<file path="src/hdl/xhc_pkg.sv">
// shared types and constants for the hash chain append block
package xhc_pkg;

  localparam int unsigned WORD_BITS = 64;
  localparam logic [7:0] ACC_SEED = 8'hA5;

  typedef enum logic [1:0] {
    PART_PARENT  = 2'd0,
    PART_PAYLOAD = 2'd1,
    PART_NODE    = 2'd2
  } part_t;

  typedef struct packed {
    logic full;
    logic empty;
  } queue_status_t;

endpackage

</file>
<file path="src/hdl/xor_hash_chain_append.sv">
// top level of the hash chain append block
//
// message channel: one item per transaction on msg_valid / msg_stall, carrying
// data_byte with byte_valid, last and timestamp; a byte is folded into the
// payload accumulator, and last closes the message and appends a node
// word channel: each node gives 3 * HASH_BYTES / 8 transactions on
// word_valid / word_stall (12 at 32 bytes): parent, payload, node hash,
// lowest word first, end_of_node on the final word
// throughput: one message item per cycle while msg_stall is low; the word
// side gives one word per cycle while word_stall does not hold it
// a node record is queued with its last item and read out from the queue head
// a two-entry queue of node records sits between front and back, so the
// message side only stalls once two appended nodes are still draining
// when word_stall is high on a valid word the register holds and the back end
// waits; the front keeps folding bytes meanwhile unless the queue is full
// reset: accumulator back to its start pattern, root and node count zero,
// queue and word register empty; no clearing pass
module xor_hash_chain_append
  import xhc_pkg::*;
#(
  parameter int unsigned HASH_BYTES = 32
) (
  input  logic                  clk,
  input  logic                  rst,
  input  logic                  msg_valid,
  output logic                  msg_stall,
  input  logic [7:0]            data_byte,
  input  logic                  byte_valid,
  input  logic                  last,
  input  logic [WORD_BITS-1:0]  timestamp,
  output logic                  word_valid,
  input  logic                  word_stall,
  output logic [WORD_BITS-1:0]  node_number,
  output logic [WORD_BITS-1:0]  node_time,
  output logic [1:0]            part,
  output logic [1:0]            word_index,
  output logic [WORD_BITS-1:0]  hash_word,
  output logic                  end_of_node
);

  localparam int unsigned REC_W = 3 * HASH_BYTES * 8 + 2 * WORD_BITS;
  localparam int unsigned QUEUE_DEPTH = 2;

  queue_status_t    q_status;
  logic             push;
  logic             pop;
  logic [REC_W-1:0] push_data;
  logic [REC_W-1:0] head;

  xhc_front #(
    .HASH_BYTES (HASH_BYTES),
    .REC_W      (REC_W)
  ) u_front (
    .clk        (clk),
    .rst        (rst),
    .msg_valid  (msg_valid),
    .msg_stall  (msg_stall),
    .data_byte  (data_byte),
    .byte_valid (byte_valid),
    .last       (last),
    .timestamp  (timestamp),
    .q_status   (q_status),
    .push       (push),
    .push_data  (push_data)
  );

  xhc_queue #(
    .WIDTH (REC_W),
    .DEPTH (QUEUE_DEPTH)
  ) u_queue (
    .clk       (clk),
    .rst       (rst),
    .push      (push),
    .push_data (push_data),
    .pop       (pop),
    .head      (head),
    .status    (q_status)
  );

  xhc_back #(
    .HASH_BYTES (HASH_BYTES),
    .REC_W      (REC_W)
  ) u_back (
    .clk         (clk),
    .rst         (rst),
    .q_status    (q_status),
    .head        (head),
    .pop         (pop),
    .word_valid  (word_valid),
    .word_stall  (word_stall),
    .node_number (node_number),
    .node_time   (node_time),
    .part        (part),
    .word_index  (word_index),
    .hash_word   (hash_word),
    .end_of_node (end_of_node)
  );

endmodule

</file>
<file path="src/hdl/xhc_front.sv">
// front end: byte folding, node hash forming and chain state
module xhc_front
  import xhc_pkg::*;
#(
  parameter int unsigned HASH_BYTES = 32,
  parameter int unsigned REC_W = 3 * HASH_BYTES * 8 + 2 * WORD_BITS
) (
  input  logic                  clk,
  input  logic                  rst,
  input  logic                  msg_valid,
  output logic                  msg_stall,
  input  logic [7:0]            data_byte,
  input  logic                  byte_valid,
  input  logic                  last,
  input  logic [WORD_BITS-1:0]  timestamp,
  input  queue_status_t         q_status,
  output logic                  push,
  output logic [REC_W-1:0]      push_data
);

  localparam int unsigned HB_BITS = HASH_BYTES * 8;
  localparam int unsigned POS_W = $clog2(HASH_BYTES);

  logic [HB_BITS-1:0]   acc;
  logic [HB_BITS-1:0]   acc_folded;
  logic [HB_BITS-1:0]   seed;
  logic [HB_BITS-1:0]   root;
  logic [HB_BITS-1:0]   node;
  logic [POS_W-1:0]     pos;
  logic [POS_W-1:0]     pos_next;
  logic [WORD_BITS-1:0] counter;
  logic                 accept;

  for (genvar i = 0; i < HASH_BYTES; i++) begin : g_byte
    assign seed[8*i +: 8] = 8'(i) ^ ACC_SEED;
    assign acc_folded[8*i +: 8] = acc[8*i +: 8] ^
        ((byte_valid && (pos == POS_W'(i))) ? data_byte : 8'h00);
  end

  assign node = root ^ acc_folded ^ HB_BITS'({counter, timestamp});

  assign msg_stall = q_status.full;
  assign accept = msg_valid && !q_status.full;
  assign push = accept && last;
  assign push_data = {timestamp, counter, node, acc_folded, root};

  assign pos_next = (pos == POS_W'(HASH_BYTES - 1)) ? '0 : pos + 1'b1;

  always_ff @(posedge clk) begin
    if (rst) begin
      acc <= seed;
      pos <= '0;
      root <= '0;
      counter <= '0;
    end else if (accept) begin
      if (last) begin
        acc <= seed;
        pos <= '0;
        root <= node;
        counter <= counter + 1'b1;
      end else if (byte_valid) begin
        acc <= acc_folded;
        pos <= pos_next;
      end
    end
  end

endmodule

</file>
<file path="src/hdl/xhc_queue.sv">
// short register queue of finished node records
module xhc_queue
  import xhc_pkg::*;
#(
  parameter int unsigned WIDTH = 896,
  parameter int unsigned DEPTH = 2
) (
  input  logic              clk,
  input  logic              rst,
  input  logic              push,
  input  logic [WIDTH-1:0]  push_data,
  input  logic              pop,
  output logic [WIDTH-1:0]  head,
  output queue_status_t     status
);

  localparam int unsigned PTR_W = (DEPTH > 1) ? $clog2(DEPTH) : 1;
  localparam int unsigned CNT_W = $clog2(DEPTH + 1);

  logic [WIDTH-1:0] slots [DEPTH];
  logic [PTR_W-1:0] wr_ptr;
  logic [PTR_W-1:0] rd_ptr;
  logic [CNT_W-1:0] count;

  assign head = slots[rd_ptr];
  assign status.full = (count == CNT_W'(DEPTH));
  assign status.empty = (count == '0);

  always_ff @(posedge clk) begin
    if (push) begin
      slots[wr_ptr] <= push_data;
    end
  end

  always_ff @(posedge clk) begin
    if (rst) begin
      wr_ptr <= '0;
      rd_ptr <= '0;
      count <= '0;
    end else begin
      if (push) begin
        wr_ptr <= (wr_ptr == PTR_W'(DEPTH - 1)) ? '0 : wr_ptr + 1'b1;
      end
      if (pop) begin
        rd_ptr <= (rd_ptr == PTR_W'(DEPTH - 1)) ? '0 : rd_ptr + 1'b1;
      end
      if (push && !pop) begin
        count <= count + 1'b1;
      end else if (pop && !push) begin
        count <= count - 1'b1;
      end
    end
  end

endmodule

</file>
<file path="src/hdl/xhc_back.sv">
// back end: walks a node record and drives the word output register
module xhc_back
  import xhc_pkg::*;
#(
  parameter int unsigned HASH_BYTES = 32,
  parameter int unsigned REC_W = 3 * HASH_BYTES * 8 + 2 * WORD_BITS
) (
  input  logic                  clk,
  input  logic                  rst,
  input  queue_status_t         q_status,
  input  logic [REC_W-1:0]      head,
  output logic                  pop,
  output logic                  word_valid,
  input  logic                  word_stall,
  output logic [WORD_BITS-1:0]  node_number,
  output logic [WORD_BITS-1:0]  node_time,
  output logic [1:0]            part,
  output logic [1:0]            word_index,
  output logic [WORD_BITS-1:0]  hash_word,
  output logic                  end_of_node
);

  localparam int unsigned HB_BITS = HASH_BYTES * 8;
  localparam int unsigned HASH_WORDS = HASH_BYTES / 8;
  localparam int unsigned WORD_W = (HASH_WORDS > 1) ? $clog2(HASH_WORDS) : 1;

  part_t              cur_part;
  part_t              cur_part_next;
  logic [WORD_W-1:0]  cur_word;
  logic [HB_BITS-1:0] sel_hash;
  logic               load;
  logic               last_word;

  assign load = !q_status.empty && (!word_valid || !word_stall);
  assign last_word = (cur_part == PART_NODE) && (cur_word == WORD_W'(HASH_WORDS - 1));
  assign pop = load && last_word;

  always_comb begin
    case (cur_part)
      PART_PARENT:  sel_hash = head[0 +: HB_BITS];
      PART_PAYLOAD: sel_hash = head[HB_BITS +: HB_BITS];
      PART_NODE:    sel_hash = head[2*HB_BITS +: HB_BITS];
      default:      sel_hash = '0;
    endcase
  end

  always_comb begin
    case (cur_part)
      PART_PARENT:  cur_part_next = PART_PAYLOAD;
      PART_PAYLOAD: cur_part_next = PART_NODE;
      PART_NODE:    cur_part_next = PART_PARENT;
      default:      cur_part_next = PART_PARENT;
    endcase
  end

  always_ff @(posedge clk) begin
    if (rst) begin
      word_valid <= 1'b0;
      cur_part <= PART_PARENT;
      cur_word <= '0;
    end else if (load) begin
      word_valid <= 1'b1;
      if (cur_word == WORD_W'(HASH_WORDS - 1)) begin
        cur_word <= '0;
        cur_part <= cur_part_next;
      end else begin
        cur_word <= cur_word + 1'b1;
      end
    end else if (!word_stall) begin
      word_valid <= 1'b0;
    end
  end

  always_ff @(posedge clk) begin
    if (load) begin
      node_number <= head[3*HB_BITS +: WORD_BITS];
      node_time <= head[3*HB_BITS + WORD_BITS +: WORD_BITS];
      part <= cur_part;
      word_index <= 2'(cur_word);
      hash_word <= sel_hash[cur_word*WORD_BITS +: WORD_BITS];
      end_of_node <= last_word;
    end
  end

endmodule

</file>
<file path="config.mk">
export PLATFORM = sky130hd
export DESIGN_NAME = xor_hash_chain_append
export DESIGN_NICKNAME = d
export VERILOG_FILES = /design/src/hdl/xhc_pkg.sv /design/src/hdl/xor_hash_chain_append.sv /design/src/hdl/xhc_front.sv /design/src/hdl/xhc_queue.sv /design/src/hdl/xhc_back.sv
export SDC_FILE = /design/constraint.sdc
export NUM_CORES = 2
export LEC_CHECK = 0
export BUFFER_PORTS_ARGS = -buffer_cell sky130_fd_sc_hd__buf_4
export CORE_MARGIN = 2
export CORE_UTILIZATION = 45
export CTS_CLUSTER_DIAMETER = 120
export DETAILED_ROUTE_END_ITERATION = 6
export GPL_ROUTABILITY_DRIVEN = 0
export HOLD_SLACK_MARGIN = 0.06
export SLEW_MARGIN = 20
export SYNTH_ARGS = -nofsm -noshare
export SYNTH_HDL_FRONTEND = slang
export SYNTH_SLANG_ARGS = --single-unit
</file>
<file path="constraint.sdc">
create_clock -name clk -period 134.1 [get_ports clk]
set_input_delay 40.23 -clock clk [delete_from_list [all_inputs] [get_ports clk]]
set_output_delay 40.23 -clock clk [all_outputs]
set_load 0.05 [all_outputs]
</file>
Yosys cells after proc, flatten, opt, wreduce, memory -nomap -nowiden
Memory sizes are Yosys's and may differ from the RTL's. A register that Yosys moved wholly into a read port is not among the register bits. Index checks and enable logic that the tools add are counted.

Bits in registers: 787. Memory bits (writable): 1792. Input bits: 78. Output and inout port bits: 199. Logic and storage cells: 199. Memories kept: 1.

$add $sub $neg: 7. Eq/ne operators: 36. Shifts and indexed selects: 1. Multiplexer cells: 50. Bitwise operators: 34. Reduce and logical (&&, ||, !) cells: 54.

Memory list: u_queue.slots (words 2, width 896, read ports 1, clocked after memory_dff 1, write ports 1, RTL line xhc_queue.sv:20) `logic [WIDTH-1:0] slots [DEPTH];`.

Operators with widths (number): 256-bit case mux with 3 select lines (1); 256-bit two-way mux (2); 8-bit two-way mux (32); 256-bit by 9-bit indexed part select with 64-bit output (1); 256-bit by 128-bit bitwise XOR with 256-bit output (1); 256-bit bitwise XOR (1); 8-bit bitwise XOR (32); 5-bit == test, second input constant (16); 64-bit by 1-bit adder with 64-bit output, second input constant (1); 5-bit by 4-bit == test with 1-bit output, second input constant (8); 1-bit logical AND (39); 5-bit by 3-bit == test with 1-bit output, second input constant (4); 5-bit two-way mux (3); 5-bit by 2-bit == test with 1-bit output, second input constant (2); 1-bit two-way mux (8); 2-bit == test, second input constant (3); 1-bit zero test (6); 2-bit two-way mux (3); 2-bit AND reduction (3); 5-bit by 1-bit adder with 5-bit output, second input constant (1); 5-bit by 1-bit == test with 1-bit output, second input constant (1); 5-bit zero test (1); 2-bit by 1-bit adder with 2-bit output, second input constant (2); 2-bit zero test (2); other kinds (7) (9).

Longest topological paths before layout
Depth in word-level cells: 8. Mapped depth: 11. Mapped depth without buffers: 8.

Modules after synthesis
A second synthesis with hierarchy kept.

Cells, all modules: 7733. Area total of the unflattened synthesis: 114088.2 sq um.

By module, submodules not included: xhc_queue (times used 1, cells each 2810, area an instance 66571.3 sq um, seq. area each 53911.7 sq um); xhc_front (times used 1, cells each 4023, area an instance 34606.9 sq um, seq. area each 11631.2 sq um); xhc_back (times used 1, cells each 900, area an instance 12909.9 sq um, seq. area each 6015.8 sq um).

Least setup slack after synthesis
No wires, ideal clock.

Path type: input -> register. From: input port last. To: memory u_queue.slots[0][0], enable pin. Setup time: 2187 ps. Arrival time: 78157 ps. Data required time: 131913 ps. Path slack: 53756 ps. Stages on the path: 6. Path buffers: 4. Cells stage by stage: nand3_1 -> buf_2 -> buf_2 -> clkbuf_1 -> buf_1 -> nor2_1.

Longest elaborated chain between the ends: 3.

Ends and longest elaborated chain: start, declared (RTL line xor_hash_chain_append.sv:29) `input logic last,`; 1-bit logical AND (RTL line xhc_front.sv:44) `assign push = accept && last;`; 1-bit two-way mux (RTL line xhc_queue.sv:30) `if (push) begin`; 1-bit two-way mux (implied by the code) (RTL line xhc_queue.sv:31) `slots[wr_ptr] <= push_data;`; end, declared (RTL line xhc_queue.sv:20).

Every way passes these cells.

Worst setup path after layout
From: input port last. To: memory u_queue.slots[1][260], enable pin.

Same word-level chain as after synthesis.

==> impl_metrics.json <==
{
  "routed-wl-met2_mm": 144,
  "cts_hold_buffers": 0,
  "cp-end-kind": "register",
  "post_drt_wl_per_cell_um": 27.0,
  "routedLengthMet1_mm": 131,
  "layout_commonest_cell": "edfxtp_1",
  "hold_violations": 0,
  "status": "finished clean",
  "dr_wl_met3_mm": 19.8,
  "viasPerCell": 5.92,
  "power.density_nw_per_um2": 14.7,
  "layout.area.seq_um2": 71600,
  "cts_max_level": 5,
  "cp.required_ns": 134.60,
  "ys_seq_area_share_pct": 66.2,
  "dp_hpwl_mm": 175,
  "cts_buffers": 293,
  "p_leak_nw": 39.3,
  "vias": 66600,
  "chipWidth_um": 494,
  "cts_resized": 0,
  "grt_antenna_before_repair": 10,
  "hold_depth": 2,
  "yosysWarnings": 0,
  "worst_pin_slew_ns": 1.21,
  "drtIter0Drc": 6701,
  "nets": 7952,
  "totalWireLength_mm": 304,
  "rsz0062_at_grt": "false",
  "grt_pass1_vias": 64500,
  "fin_skew_ns": 0.0836,
  "grt_first_pass_wirelength_mm": 439,
  "cts_tree": "done",
  "fill_cells": 20000,
  "syn_area_um2": 108000,
  "max-cap-violations": 0,
  "area_delta_synth_final_pct": 13.3,
  "core.rowCount": 179,
  "dieArea_um2": 244000,
  "grt_start_max_net_pins": 175,
  "syn_area_per_cell_um2": 14.0,
  "drc": 0,
  "synth-edff-count": 1989,
  "multi_input_area_um2": 34100,
  "io_buffers": 276,
  "drive_above_1_share_pct": 15.4,
  "r2r_cells": 8,
  "criticalPathCategory": "in2reg",
  "ir_drop_uv": 10.2,
  "synth_nets": 7785,
  "startpoint_type": "primary input",
  "overflow": 0,
  "yosysUniqueCellTypes": 62,
  "final_cell_mix": "edfxtp_1 (1,989), dfxtp_1 (586), a21oi_1 (498)",
  "async_reset_ff_share_pct": 0,
  "clk_pin_slew_ns": 0.06,
  "ios": 277,
  "highest_layer": "met4",
  "ys.flop_type": "edfxtp_1",
  "fin_tns_setup_ns": 0,
  "clock-root-buffer": "clkbuf_16",
  "clockBufferDepth": 4,
  "fin_crit_ns": 44.30,
  "path_max_fanout": 155,
  "ant_nets": 0,
  "slew_violations": 0,
  "fmax_mhz": 22.6,
  "initial_core_util_pct": 45.4,
  "netlist_instances": 7698,
  "relSlewSlack_pct": 19.1,
  "place_inst": 10700,
  "die_h_um": 494,
  "cts_setup_buffers": 0,
  "period_share_pct": 33.0,
  "crit_arrival_ns": 44.80,
  "worstSkewPairLatency_ns": 0.96,
  "core_area_um2": 238000,
  "setup_violations": 0,
  "fin_cells": 11300,
  "cts.sinks": 2580,
  "ys_ff_latch": 2580,
  "dr.pass1.iters": 6,
  "grt_use_total_pct": 24.3,
  "hp-class": "reg2reg"
}
[worst max-delay path, stage by stage]
cell	delay [ns]
buf_4	0.15
nand3_4	0.48
inv_6	0.41
and2_4	0.85
buf_4	0.83
buf_12	0.64
buf_4	0.92
[area by class of cell]
cell class	count	share of cell area, %
Sequential cell	2580	58.4
Multi-Input combinational cell	4452	27.8
Clock buffer	410	6.70
Tap cell	3167	3.24
Timing Repair Buffer	416	2.67
Clock inverter	101	0.711
Inverter	122	0.378
Antenna cell	5	0.0102
[Yosys cell counts, drive strengths merged (130+ instances only)]
| cell | instances | area share [%] |
|---|---|---|
| edfxtp | 1989 | 55 |
| dfxtp | 591 | 11 |
| a21oi | 499 | 2.3 |
| o21ai | 471 | 2.2 |
| xnor2 | 456 | 3.7 |
| clkbuf | 395 | 1.4 |
| nor2 | 361 | 1.3 |
| nand3 | 294 | 1.4 |
| or3 | 245 | 1.4 |
| mux2i | 231 | 2.1 |
| xor2 | 219 | 1.8 |
| a22oi | 191 | 1.3 |
| mux2 | 174 | 1.8 |
| nand2 | 153 | 0.53 |
| buf | 149 | 0.65 |
| nand2b | 149 | 0.86 |
| mux4 | 130 | 2.7 |
[flip-flops by register name (all words and copies together) (netlist names), 5 cells and up, named ones only]
register            count
u_front.counter        64
u_front.pos             5
u_back.node_time       64
u_back.node_number     64
u_back.hash_word       64
u_front.acc           256
u_front.root          256
u_queue.slots        1792
[logic make-up (layout without fill, tap and decap cells)]
| logic type | Yosys count | in the layout | synth area share, % |
|---|---|---|---|
| AO/OA/AOI/OAI | 1621 | 1621 | 9.33 |
| XOR/XNOR | 795 | 795 | 8.02 |
| adder cells (fa/ha/maj) | 9 | 9 | 0.104 |
| buffers and inverters | 666 | 1049 | 2.46 |
| flip-flops | 2580 | 2580 | 66.2 |
| multiplexers | 535 | 535 | 6.66 |
| other | 0 | 5 | 0 |
| AND/OR/NAND/NOR | 1492 | 1492 | 7.25 |
[report_power, final]
group | internal [mW] | switching (mW)
Combinational | 0.0355 | 0.0945
Sequential | 0.895 | 0.0141
Clock | 0.451 | 0.315
Total | 1.38 | 0.423
[stage by stage]
step	power [mW]	area [µm²]	utilization (%)	hold WS, ns	setup slack (ns)
floorplan	1.04	108000	-	0.406	53.76
global placement	1.05	113000	47.6	0.451	88.74
detailed placement	1.06	113000	47.6	0.470	88.70
CTS	1.82	122000	51.4	0.482	89.67
global route	1.86	122000	51.4	0.500	89.47
finish	1.80	122000	51.4	0.480	89.80
[path summary, 6_finish.rpt]
check | slack, ns | start | end
min reg2reg | 0.48 | u_queue.rd_ptr | register
max reg2reg | 128.15 | u_queue.count[0] | u_queue.slots[1][260]
min | 0.48 | u_queue.rd_ptr | register
max | 89.80 | last | u_queue.slots[1][260]
[layer usage]
layer	up-vias	track usage, %
li1	29600	-
met1	34100	34.1
met2	2416	39.5
met3	476	3.19
met4	0	7.55
met5	-	0
Note: power is estimated with default switching activity, not from simulation.
